### src/sv/crcfr_pkg.sv
// Shared types, constants and the CRC byte update for the command frame receiver.
package crcfr_pkg;

	localparam int FRAME_BYTES = 24;
	localparam int CNT_W = $clog2(FRAME_BYTES + 2);
	localparam int ADDR_W = $clog2(FRAME_BYTES);
	localparam logic [CNT_W-1:0] COUNT_SAT = CNT_W'(FRAME_BYTES + 1);
	localparam logic [15:0] CRC_INIT = 16'hFFFF;
	localparam logic [15:0] CRC_POLY = 16'hA001;
	localparam int CRC_FIRST = 1;
	localparam int CRC_LAST = 21;
	localparam int CRC_HI_POS = 22;
	localparam int CRC_LO_POS = 23;
	localparam int MODE_POS = 21;
	localparam int WIN_LO = 1;
	localparam int WIN_HI = 14;
	localparam int SUM_MIN_LEN = 2;

	localparam int PADDR_W = 3;
	localparam int PDATA_W = 32;
	localparam logic [PADDR_W-3:0] REG_START_BYTE = '0;

	typedef enum logic [2:0] {
		ST_BAD_LEN    = 3'd0,
		ST_BAD_START  = 3'd1,
		ST_MOTION_OK  = 3'd2,
		ST_AIM_OK     = 3'd3,
		ST_CHECK_FAIL = 3'd4
	} status_t;

	typedef struct packed {
		logic [7:0] rx_byte;
		logic       is_idle;
	} in_item_t;

	typedef struct packed {
		logic [2:0]  status;
		logic [31:0] vx_bits;
		logic [31:0] vy_bits;
		logic [31:0] wz_bits;
		logic [7:0]  mode_value;
		logic [31:0] yaw_bits;
		logic [31:0] pitch_bits;
		logic [31:0] depth_bits;
	} out_item_t;

	// Snapshot of the burst checks, taken when the idle item is accepted.
	typedef struct packed {
		logic       len_ok;
		logic       start_ok;
		logic       crc_ok;
		logic       sum_len_ok;
		logic [7:0] sum;
	} chk_flags_t;

	// Reflected Modbus CRC-16 update for one byte, bitwise over eight steps.
	function automatic logic [15:0] crc_update(input logic [15:0] crc, input logic [7:0] b);
		logic [15:0] c;
		c = crc ^ {8'h00, b};
		for (int k = 0; k < 8; k++) begin
			if (c[0]) begin
				c = (c >> 1) ^ CRC_POLY;
			end else begin
				c = c >> 1;
			end
		end
		return c;
	endfunction

endpackage

### src/sv/crc_checked_command_frame_receiver.sv
// Top level of the CRC-checked command frame receiver.
// The block takes one item per cycle on the byte channel: either a received serial byte or an
// idle-line event that closes the current burst. Data bytes produce no result; every idle item
// produces exactly one result (the frame memory is read into stage 1, then the decision loads
// the output register), so back-to-back items are taken at one per cycle as
// long as the result side keeps up. The frame bytes are written into a 24-entry synchronous
// memory as they arrive; the CRC-16 (init FFFF, reflected poly A001) over bytes 1..21, its
// comparison with bytes 22 and 23, and the running 8-bit sum for the aim check are all updated
// byte by byte, so at the idle item only the sum check byte (at position L-1, L being byte 2)
// has to be fetched from the memory. Only a burst of exactly 24 bytes whose first byte equals
// the start_byte register is checked: a CRC match latches the motion words (vx, vy, wz and the
// mode byte), otherwise a sum match latches the aim words (yaw, pitch, depth). Every result
// reports all held words after any latch caused by that burst. The start_byte register sits at
// byte address 0 of the APB port and should only be written while no burst is in flight.
module crc_checked_command_frame_receiver (
	input  logic                              clk,
	input  logic                              arst_n,
	input  logic                              byte_valid,
	output logic                              byte_ready,
	input  crcfr_pkg::in_item_t               byte_item,
	output logic                              res_valid,
	input  logic                              res_ready,
	output crcfr_pkg::out_item_t              res_item,
	input  logic                              psel,
	input  logic                              penable,
	input  logic                              pwrite,
	input  logic [crcfr_pkg::PADDR_W-1:0]     paddr,
	input  logic [crcfr_pkg::PDATA_W-1:0]     pwdata,
	output logic [crcfr_pkg::PDATA_W-1:0]     prdata,
	output logic                              pready
);

	// Configuration register.
	logic [7:0] start_q;
	logic       cfg_sel;

	assign pready = 1'b1;
	assign cfg_sel = (paddr[crcfr_pkg::PADDR_W-1:2] == crcfr_pkg::REG_START_BYTE);
	assign prdata = cfg_sel ? {{(crcfr_pkg::PDATA_W-8){1'b0}}, start_q} : '0;

	always_ff @(posedge clk or negedge arst_n) begin
		if (!arst_n) begin
			start_q <= '0;
		end else if (psel && penable && pwrite && pready && cfg_sel) begin
			start_q <= pwdata[7:0];
		end
	end

	// Handshake and pipeline control.
	logic       acc;
	logic       acc_byte;
	logic       acc_idle;
	logic       valid_s1;
	logic       adv_s1;

	assign adv_s1 = valid_s1 && (!res_valid || res_ready);
	assign byte_ready = !valid_s1 || adv_s1;
	assign acc = byte_valid && byte_ready;
	assign acc_byte = acc && !byte_item.is_idle;
	assign acc_idle = acc && byte_item.is_idle;

	// Burst tracking state.
	logic [crcfr_pkg::CNT_W-1:0] cnt_q;
	logic [15:0]                 crc_q;
	logic                        crc_hi_ok_q;
	logic                        crc_lo_ok_q;
	logic [7:0]                  sum_q;
	logic [7:0]                  byte0_q;
	logic [7:0]                  mode_cand_q;
	logic [7:0]                  win_q [crcfr_pkg::WIN_LO:crcfr_pkg::WIN_HI];
	logic                        in_frame;
	logic [8:0]                  sum_limit;
	logic [7:0]                  len;

	assign in_frame = (cnt_q < crcfr_pkg::CNT_W'(crcfr_pkg::FRAME_BYTES));
	assign len = win_q[2];
	// A byte at position k belongs to the sum when k + 2 <= L.
	assign sum_limit = {{(9-crcfr_pkg::CNT_W){1'b0}}, cnt_q} + 9'd2;

	always_ff @(posedge clk or negedge arst_n) begin
		if (!arst_n) begin
			cnt_q <= '0;
			crc_q <= crcfr_pkg::CRC_INIT;
			crc_hi_ok_q <= 1'b0;
			crc_lo_ok_q <= 1'b0;
		end else if (acc_idle) begin
			cnt_q <= '0;
			crc_q <= crcfr_pkg::CRC_INIT;
			crc_hi_ok_q <= 1'b0;
			crc_lo_ok_q <= 1'b0;
		end else if (acc_byte) begin
			if (cnt_q < crcfr_pkg::COUNT_SAT) begin
				cnt_q <= cnt_q + crcfr_pkg::CNT_W'(1);
			end
			if (cnt_q >= crcfr_pkg::CNT_W'(crcfr_pkg::CRC_FIRST) &&
			    cnt_q <= crcfr_pkg::CNT_W'(crcfr_pkg::CRC_LAST)) begin
				crc_q <= crcfr_pkg::crc_update(crc_q, byte_item.rx_byte);
			end
			if (cnt_q == crcfr_pkg::CNT_W'(crcfr_pkg::CRC_HI_POS)) begin
				crc_hi_ok_q <= (byte_item.rx_byte == crc_q[15:8]);
			end
			if (cnt_q == crcfr_pkg::CNT_W'(crcfr_pkg::CRC_LO_POS)) begin
				crc_lo_ok_q <= (byte_item.rx_byte == crc_q[7:0]);
			end
		end
	end

	// Payload-side capture: first byte, running sum, word window and mode byte.
	always_ff @(posedge clk) begin
		if (acc_byte) begin
			if (cnt_q == '0) begin
				byte0_q <= byte_item.rx_byte;
				sum_q <= byte_item.rx_byte;
			end else if (cnt_q <= crcfr_pkg::CNT_W'(2)) begin
				sum_q <= sum_q + byte_item.rx_byte;
			end else if (in_frame && sum_limit <= {1'b0, len}) begin
				sum_q <= sum_q + byte_item.rx_byte;
			end
			for (int i = crcfr_pkg::WIN_LO; i <= crcfr_pkg::WIN_HI; i++) begin
				if (cnt_q == crcfr_pkg::CNT_W'(i)) begin
					win_q[i] <= byte_item.rx_byte;
				end
			end
			if (cnt_q == crcfr_pkg::CNT_W'(crcfr_pkg::MODE_POS)) begin
				mode_cand_q <= byte_item.rx_byte;
			end
		end
	end

	// Frame memory: one write port for incoming bytes, one registered read port used only
	// by idle items. A byte and an idle item never share a cycle, so no forwarding is needed.
	logic [7:0]                   frame_mem [crcfr_pkg::FRAME_BYTES];
	logic [7:0]                   chk_byte_s1;
	logic [crcfr_pkg::ADDR_W-1:0] rd_addr;
	logic                         sum_len_ok;

	assign sum_len_ok = (len >= 8'(crcfr_pkg::SUM_MIN_LEN)) &&
	                    (len <= 8'(crcfr_pkg::FRAME_BYTES));
	assign rd_addr = sum_len_ok ? crcfr_pkg::ADDR_W'(len - 8'd1) : '0;

	always_ff @(posedge clk) begin
		if (acc_byte && in_frame) begin
			frame_mem[cnt_q[crcfr_pkg::ADDR_W-1:0]] <= byte_item.rx_byte;
		end
		if (acc_idle) begin
			chk_byte_s1 <= frame_mem[rd_addr];
		end
	end

	// Check snapshot for stage 1. Short lengths are summed from the captured head bytes.
	crcfr_pkg::chk_flags_t flags_d;
	crcfr_pkg::chk_flags_t flags_s1;

	always_comb begin
		flags_d.len_ok = (cnt_q == crcfr_pkg::CNT_W'(crcfr_pkg::FRAME_BYTES));
		flags_d.start_ok = (byte0_q == start_q);
		flags_d.crc_ok = crc_hi_ok_q && crc_lo_ok_q;
		flags_d.sum_len_ok = sum_len_ok;
		if (len == 8'd2) begin
			flags_d.sum = byte0_q;
		end else if (len == 8'd3) begin
			flags_d.sum = byte0_q + win_q[1];
		end else begin
			flags_d.sum = sum_q;
		end
	end

	always_ff @(posedge clk or negedge arst_n) begin
		if (!arst_n) begin
			valid_s1 <= 1'b0;
		end else if (acc_idle) begin
			valid_s1 <= 1'b1;
		end else if (adv_s1) begin
			valid_s1 <= 1'b0;
		end
	end

	always_ff @(posedge clk) begin
		if (acc_idle) begin
			flags_s1 <= flags_d;
		end
	end

	// Stage 1 decision. The word window cannot change while stage 1 waits, since no item
	// is taken then, and the one byte taken in the advancing cycle is the first of a burst.
	crcfr_pkg::status_t status_d;

	always_comb begin
		priority if (!flags_s1.len_ok) begin
			status_d = crcfr_pkg::ST_BAD_LEN;
		end else if (!flags_s1.start_ok) begin
			status_d = crcfr_pkg::ST_BAD_START;
		end else if (flags_s1.crc_ok) begin
			status_d = crcfr_pkg::ST_MOTION_OK;
		end else if (!flags_s1.sum_len_ok) begin
			status_d = crcfr_pkg::ST_CHECK_FAIL;
		end else if (flags_s1.sum == chk_byte_s1) begin
			status_d = crcfr_pkg::ST_AIM_OK;
		end else begin
			status_d = crcfr_pkg::ST_CHECK_FAIL;
		end
	end

	// Held command words and the output register.
	logic [31:0]         vx_q, vy_q, wz_q, yaw_q, pitch_q, depth_q;
	logic [7:0]          mode_q;
	crcfr_pkg::status_t  status_q;
	logic                res_valid_q;

	always_ff @(posedge clk or negedge arst_n) begin
		if (!arst_n) begin
			vx_q <= '0;
			vy_q <= '0;
			wz_q <= '0;
			mode_q <= '0;
			yaw_q <= '0;
			pitch_q <= '0;
			depth_q <= '0;
			res_valid_q <= 1'b0;
		end else begin
			if (adv_s1) begin
				res_valid_q <= 1'b1;
			end else if (res_ready) begin
				res_valid_q <= 1'b0;
			end
			if (adv_s1 && status_d == crcfr_pkg::ST_MOTION_OK) begin
				vx_q <= {win_q[4], win_q[3], win_q[2], win_q[1]};
				vy_q <= {win_q[8], win_q[7], win_q[6], win_q[5]};
				wz_q <= {win_q[12], win_q[11], win_q[10], win_q[9]};
				mode_q <= mode_cand_q;
			end
			if (adv_s1 && status_d == crcfr_pkg::ST_AIM_OK) begin
				yaw_q <= {win_q[6], win_q[5], win_q[4], win_q[3]};
				pitch_q <= {win_q[10], win_q[9], win_q[8], win_q[7]};
				depth_q <= {win_q[14], win_q[13], win_q[12], win_q[11]};
			end
		end
	end

	always_ff @(posedge clk) begin
		if (adv_s1) begin
			status_q <= status_d;
		end
	end

	assign res_valid = res_valid_q;
	assign res_item.status = status_q;
	assign res_item.vx_bits = vx_q;
	assign res_item.vy_bits = vy_q;
	assign res_item.wz_bits = wz_q;
	assign res_item.mode_value = mode_q;
	assign res_item.yaw_bits = yaw_q;
	assign res_item.pitch_bits = pitch_q;
	assign res_item.depth_bits = depth_q;

endmodule

### config.mk
export PLATFORM = sky130hd
export DESIGN_NAME = crc_checked_command_frame_receiver
export DESIGN_NICKNAME = d
export VERILOG_FILES = /design/src/sv/crcfr_pkg.sv /design/src/sv/crc_checked_command_frame_receiver.sv
export SDC_FILE = /design/constraint.sdc
export NUM_CORES = 1
export LEC_CHECK = 0
export BUFFER_PORTS_ARGS = -buffer_cell sky130_fd_sc_hd__buf_2
export CAP_MARGIN = 20
export CORE_MARGIN = 2
export CORE_UTILIZATION = 40
export CTS_CLUSTER_DIAMETER = 40
export DETAILED_ROUTE_END_ITERATION = 10
export PLACE_DENSITY = 0.68
export SLEW_MARGIN = 15
export SYNTH_ARGS = -nofsm -noshare
export SYNTH_HDL_FRONTEND = slang
export SYNTH_SLANG_ARGS = --single-unit
### constraint.sdc
create_clock -name clk -period 7.49 [get_ports clk]
set_input_delay 1.498 -clock clk [delete_from_list [all_inputs] [get_ports clk]]
set_output_delay 1.498 -clock clk [all_outputs]
set_load 0.01 [all_outputs]
==> impl_metrics.tcl, run 1 <==
set metrics [dict create \
    post-cts-setup-buffer-count 0 \
    core_area_um2 57810 \
    clock_path_buffers 3 \
    hp-class "reg -> reg" \
    dieArea_um2 60560 \
    arrival_ps 5070 \
    synth_compound_area_frac 0.05316 \
    grt_pass1_vias 13980 \
    synth_mux_area_frac 0.1140 \
    clk_pin_slew_ps 60 \
    finClkSkew_ps 26.30 \
    end_kind "flip-flop" \
    grt_overflow 0 \
    ys_warn_count 0 \
    finalHoldViolations 0 \
    ir_drop_mv 0.1844 \
    slew_viol_final 0 \
    synth_edf_count 351 \
    nFillCells 4933 \
    cts-resized-gates 0 \
    dp_hpwl_mm 34.06 \
    via_per_inst 5.283 \
    synth_top_cell_area_share 0.4496 \
    maxCapViolCount 0 \
    path_class "reg -> reg" \
    power_leakage_nw 11.60 \
    grt_use_total 0.1791 \
    synth_fa_ha_area_frac 0.02039 \
    die_y_um 246.1 \
    diodes 0 \
    route.detailed.drc 0 \
    synthSimpleGateAreaFrac 0.06260 \
    slew_headroom 0.2969 \
    cp_cell_sequence "inv_1 > ha_1 > inv_1 > a211o_1 > inv_2 > nand2_1 > o21ai_0 > a2111oi_0 > o21ai_1" \
    synth_area_um2 23440 \
    post-route-period-util 0.6352 \
    max_freq_mhz 210.2 \
    first_iter_violations 980 \
    layout-drive-gt1-share 0.3339 \
    cp_max_fo 23 \
    outcome "complete, no violations" \
    cts_max_level 3 \
    cts_made_buffers 79 \
    io_buffer_count 237 \
    dp_slack_ps 2871 \
    grt_max_degree 154 \
    p_per_area_nw_per_um2 307.1 \
    cp_common_cell "inv_1" \
    drt-wirelength-per-cell_um 20.62 \
    nNetsFinal 1901 \
    root_buffer "clkbuf_16" \
    synth_xor_area_frac 0.02428 \
    setup_viol 0 \
    syn-instance-count 1550 \
    ys_types 67 \
    cp-start-kind "flip-flop" \
    async_flop_share 0.3990 \
    layout_min_cycle_time_ps 4758 \
    avgSynthCellArea_um2 15.12 \
    grt_pass1_wl_mm 82.61 \
    crit_slowest_cell "a2111oi_0" \
    synth_top_family_by_area "multiplexers" \
    synth_largest_area_cell "edfxtp_1" \
    drtAntennaViolNets 0 \
    synth.ff_latch_count 584 \
    clock-sinks 584 \
    whs_ps 468.1 \
    antenna_found_initial 0 \
    synth_ff_type "edfxtp_1" \
    vias 13960 \
    clock_latency_ps 610 \
    max_stage_delay_ps 860 \
    initial_core_util 0.4056 \
    tns_ps 0 \
    row_count 88 \
    place.gp.congestion 0.8444 \
    syn_to_final_growth_pct 19.10 \
    io_pins 289 \
    rsz0062_at_grt "false" \
    final_core_util 0.4830 \
    worst_slew_pin_slew_ps 1051 \
    setup_slack_ps 2732 \
    ys_seq_area_frac 0.6992 \
    wirelength_mm 54.50 \
    dieWidth_um 246.1 \
    tritoncts "built" \
    place_inst 2497 \
    synth_area_leaders "edfxtp_1 45%, dfrtp_1 23%, mux2_2 9.7%" \
    cts_hold_buf 0 \
    drt_first_pass_iters 5 \
    worstPathRequired_ps 7800 \
    final_cells 2643 \
]
-- stage by stage --
| step | cell area (um2) | power, mW |
|---|---|---|
| after floorplan | 23530 | 4.603 |
| after global placement | 25350 | 5.005 |
| after detailed placement | 25350 | 5.041 |
| after CTS | 27920 | 8.643 |
| after global routing | 27920 | 8.931 |
| final | 27920 | 8.574 |
-- power breakdown --
part | switching [mW] | internal (mW)
registers | 0.158 | 3.70
clock network | 1.46 | 2.13
logic | 0.664 | 0.461
-- placed cells by master (no fill, tap or decap), drive strengths merged, types with 7 or more instances in the layout --
cell type	synthesis	layout
edfxtp	351	351
nor2	64	64
mux4	7	7
clkinv	0	20
nand2	124	124
dfstp	16	16
clkbuf	27	92
inv	24	48
mux2i	24	24
o22ai	7	7
nand2b	10	10
xor2	17	17
nor2b	15	15
a21oi	44	44
dfrtp	217	217
mux2	202	202
buf	67	253
conb	2	25
nand3	22	22
nor3	14	14
and3	23	23
o21ai	67	67
clkinvlp	0	8
and2	8	8
xnor2	48	48
o22a	8	8
nand4	7	7
ha	35	35
a31oi	16	16
-- synth_stat cells, types with 8 or more instances --
| library cell | number |
|---|---|
| nand2_1 | 124 |
| buf_2 | 27 |
| nor2_1 | 61 |
| mux2_2 | 202 |
| and3_1 | 23 |
| ha_1 | 35 |
| nor3_1 | 14 |
| o21ai_0 | 58 |
| clkbuf_1 | 27 |
| o21ai_1 | 9 |
| inv_1 | 23 |
| and2_1 | 8 |
| a21oi_1 | 43 |
| o22a_1 | 8 |
| nor2b_1 | 15 |
| edfxtp_1 | 351 |
| xor2_1 | 17 |
| a31oi_1 | 16 |
| buf_4 | 30 |
| xnor2_1 | 48 |
| dfrtp_1 | 217 |
| nand3_1 | 22 |
| nand2b_1 | 10 |
| dfstp_2 | 16 |
| mux2i_1 | 24 |
-- worst max-delay path, delay by kind of cell, from the launching register on --
kind / cells / cell delay (ps)
simple gates: 1 / 760
flops: 1 / 460
compound gates: 4 / 1950
fa+ha+maj: 1 / 410
buf+inv: 3 / 880
-- final cells by class --
cell class / instances / area (um2) / area share
Multi-Input combinational cell: 871 / 6566 / 0.2352
Clock buffer: 92 / 2088 / 0.07479
Tap cell: 765 / 957.2 / 0.03428
Sequential cell: 584 / 16390 / 0.5870
Inverter: 24 / 90.09 / 0.003226
Clock inverter: 54 / 488.0 / 0.01748
Timing Repair Buffer: 253 / 1341 / 0.04804
-- registers in the layout, indices dropped and copies added (netlist names), 12 cells and up --
register,count
wz_q,32
vx_q,32
vy_q,32
win_q,112
pitch_q,32
yaw_q,32
crc_q,16
frame_mem,192
flags_s1,12
depth_q,32
-- worst paths after layout --
kind | start | to | slack, ps | depth (start not counted)
max | win_q[2][0] | chk_byte_s1[0] | 2730 | 9
min in group asynchronous | arst_n | wz_q[18] | 890 | 1
max reg2reg | win_q[2][0] | chk_byte_s1[0] | 2730 | 9
max in group asynchronous | arst_n | vx_q[11] | 5280 | 2
min reg2reg | mode_cand_q[2] | mode_q[2] | 470 | 1
min | mode_cand_q[2] | mode_q[2] | 470 | 1
-- routing by layer --
metal	track usage	up-vias	share of wire	routed length (um)
met5	0	-	0	0
met4	0.07255	0	0.032	1722
met3	0.03584	119	0.074	4052
met2	0.2811	558	0.47	25600
met1	0.2441	7069	0.42	23120
li1	-	6216	-	-
-- logic make-up (layout without fill, tap and decap cells) --
group           Yosys count  count (layout)
fa+ha+maj                37              37
flops                   584             584
mux                     233             233
other cells               2              25
simple gates            311             311
buf+inv                 118             423
compound gates          200             200
xor+xnor                 65              65
No activity file was read; power rests on OpenSTA's default activity.
==> run 2, diff against run 1 <==
--- a/config.mk
+++ b/config.mk
@@ -5,13 +5,14 @@
 export SDC_FILE = /design/constraint.sdc
 export NUM_CORES = 1
 export LEC_CHECK = 0
+export ABC_AREA = 1
 export BUFFER_PORTS_ARGS = -buffer_cell sky130_fd_sc_hd__buf_2
 export CAP_MARGIN = 20
 export CORE_MARGIN = 2
 export CORE_UTILIZATION = 40
 export CTS_CLUSTER_DIAMETER = 40
 export DETAILED_ROUTE_END_ITERATION = 10
-export PLACE_DENSITY = 0.68
+export PLACE_DENSITY = 0.67
 export SLEW_MARGIN = 15
 export SYNTH_ARGS = -nofsm -noshare
 export SYNTH_HDL_FRONTEND = slang
==> constraint.sdc (replaced) <==
create_clock -name clk -period 4.7 [get_ports clk]
set_input_delay 0.94 -clock clk [delete_from_list [all_inputs] [get_ports clk]]
set_output_delay 0.94 -clock clk [all_outputs]
set_load 0.01 [all_outputs]
==> run 2 against run 1 <==
Critical path depth rose by 4. Register-to-register slack got worse by 1800 ps. Count of clock-buffer cells in the layout increased by 3. Maximum frequency grew 28%. Cell area rose by 2.8%. Non-clock buffer count rose by 22. Worst hold slack worse by 89 ps. Cell count up 21%. Clock power increased by 58%. Die area increased by 3.0%. Combinational power increased by 40%. Area after synthesis grew 3.1%.
==> impl_metrics.tcl, run 2 <==
set metrics [dict create \
    outcome "complete, no violations" \
    yosys.cell_count.top_type "nand2_1" \
    first_iter_violations 1277 \
    clock_path_buffers 3 \
    end_kind "flip-flop" \
    syn_to_final_growth_pct 18.73 \
    synth_area_um2 24170 \
    synth_largest_area_cell "edfxtp_1" \
    cp_cell_sequence "inv_4 > ha_1 > nor2_1 > nand3_1 > nand4_2 > buf_4 > nand2_1 > nand3_1 > nand3_1 > nand3_1 > nand2_1 > nand2_1 > nand2_1" \
    cts_max_level 3 \
    rsz0062_at_grt "false" \
    path_class "reg -> reg" \
    worst_slew_pin_slew_ps 998.9 \
    slew_viol_final 0 \
    worst-path-buf-inv 2 \
    comb_power_share 0.118 \
    grt_overflow 0 \
    dieWidth_um 249.8 \
    crit_slowest_cell "nand4_2" \
    finalHoldViolations 0 \
    nNetsFinal 2447 \
    drtAntennaViolNets 0 \
    layout_min_cycle_time_ps 3718 \
    power.switching_mw 3.446 \
    dp_hpwl_mm 37.83 \
    dp_slack_ps 1019 \
    seq_power_share 0.456 \
    layout-drive-gt1-share 0.2189 \
    synth_top_cell_area_share 0.4361 \
    synth.ff_latch_count 584 \
    swShare 0.2580 \
    diodes 0 \
    clock-sinks 584 \
    tritoncts "built" \
    io_pins 289 \
    p_per_area_nw_per_um2 465.4 \
    via_per_inst 5.133 \
    synth_edf_count 351 \
    r2r-start "win_q[2][0]" \
    die_y_um 249.8 \
    ys_warn_count 0 \
    critical-path-top-delay-family "simple AND/OR/NAND/NOR gates" \
    setup_viol 0 \
    drt_first_pass_iters 7 \
    worstPathRequired_ps 5170 \
    cp-start-kind "flip-flop" \
    io_buffer_count 237 \
    post-route-period-util 0.7911 \
    total_power_mw 13.35 \
    synth_ff_type "edfxtp_1" \
    power_leakage_nw 12.69 \
    grt_max_degree 147 \
    grt_use_total 0.1879 \
    dieArea_um2 62400 \
    mostFrequentLayoutCell "nand2_1" \
    slew_headroom 0.3316 \
    place.gp.congestion 0.8860 \
    max_stage_delay_ps 710 \
    ir_drop_mv 0.3452 \
    final_cell_mix "378 x nand2_1, 351 x edfxtp_1, 237 x buf_2" \
    grt_pass1_wl_mm 91.86 \
    r2r_cells 13 \
    synth_area_leaders "edfxtp_1 44%, dfrtp_1 22%, nand2_1 5.9%" \
    grt_pass1_vias 16230 \
    async_flop_share 0.3990 \
    clock_latency_ps 610 \
    route.detailed.drc 0 \
    cp_max_fo 40 \
    max_freq_mhz 269.0 \
    p_int_mw 9.908 \
    finClkSkew_ps 31.18 \
    maxCapViolCount 0 \
    pwr-share-clk 0.426 \
    largest_register_ffs 192 \
    r2r_slack_ps 980 \
    ys_types 47 \
    crit-reg2reg-capture "chk_byte_s1[0]" \
    core_area_um2 60020 \
    drt-wirelength-per-cell_um 18.41 \
    row_count 90 \
    yosys-top-cells-count "378 x nand2_1, 351 x edfxtp_1, 221 x nand3_1, 219 x inv_1, 217 x dfrtp_1" \
    antenna_found_initial 4 \
    whs_ps 379.3 \
    setup_slack_ps 982.0 \
    cts-resized-gates 0 \
    cts_made_buffers 75 \
    clk_pin_slew_ps 60 \
    ys_seq_area_frac 0.6782 \
    vias 16440 \
    avgSynthCellArea_um2 11.54 \
    root_buffer "clkbuf_16" \
    tns_ps 0 \
    hp-class "in -> async" \
    initial_core_util 0.4026 \
    syn-instance-count 2094 \
    post-cts-setup-buffer-count 0 \
    wirelength_mm 58.97 \
    final_core_util 0.4781 \
    cts_hold_buf 0 \
    arrival_ps 4190 \
]
-- run 2: changes by cell type after synthesis, sizes merged, moves of 25 or more --
cell | before | now
nand2 | 124 | 380
nand3 | 22 | 223
inv | 24 | 224
mux2 | 202 | 62
nor2 | 64 | 146
a21oi | 44 | 84
or2 | 4 | 29
-- run 2: layout make-up --
type                    instances  area, um2
repair buffers                275       1516
well taps                     782      978.4
clock buffers                  95       2054
inverters                     226      850.8
flip-flops and latches        584      16390
clock inverters                44      471.7
fillers                      5228      31330
multi-input cells            1197       6431
-- run 2: worst max-delay path by stage --
stage                     slack, ps        endpoint   startpoint  depth (start not counted)
after floorplan                1490       crc_q[10]    res_ready                          8
after global placement         1060  chk_byte_s1[4]  win_q[2][0]                         12
after detailed placement       1020  chk_byte_s1[4]  win_q[2][0]                         12
after CTS                      1020  chk_byte_s1[4]  win_q[2][0]                         12
after global routing            710  chk_byte_s1[0]  win_q[2][0]                         13
final                           980  chk_byte_s1[0]  win_q[2][0]                         13
-- run 2: cells by family after synthesis --
kind of cell | after synthesis | share of synthesized area
multiplexers | 62 | 0.02889
adder cells (fa/ha/maj) | 37 | 0.01978
buffers and inverters | 336 | 0.06052
other | 2 | 0.0003108
AND/OR/NAND/NOR | 818 | 0.1469
flip-flops | 584 | 0.6782
AO/OA/AOI/OAI | 211 | 0.04944
XOR/XNOR | 44 | 0.01595
-- run 2: per-stage QoR --
step	cells	cell area [um2]
4_1_cts	3202	28680
6_report	3203	28690
2_1_floorplan	2117	24250
3_3_place_gp	3063	26150
3_5_place_dp	3063	26150
5_1_grt	3203	28690
-- run 2: power groups by stage --
stage | Combinational [mW] | Clock, mW | Sequential [mW]
6_report | 1.57 | 5.69 | 6.09
2_1_floorplan | 0.869 | 0 | 6.24
3_3_place_gp | 1.53 | 0 | 6.17
4_1_cts | 1.59 | 5.79 | 6.09
3_5_place_dp | 1.58 | 0 | 6.18
5_1_grt | 1.74 | 6.01 | 6.13
-- run 2: layer usage --
layer | vias up | global-route usage | routed length (um)
met5 | - | 0 | 44
met4 | 6 | 0.07504 | 1829
met3 | 135 | 0.03723 | 4006
met2 | 642 | 0.3082 | 28190
met1 | 8060 | 0.2455 | 24890
li1 | 7598 | - | -
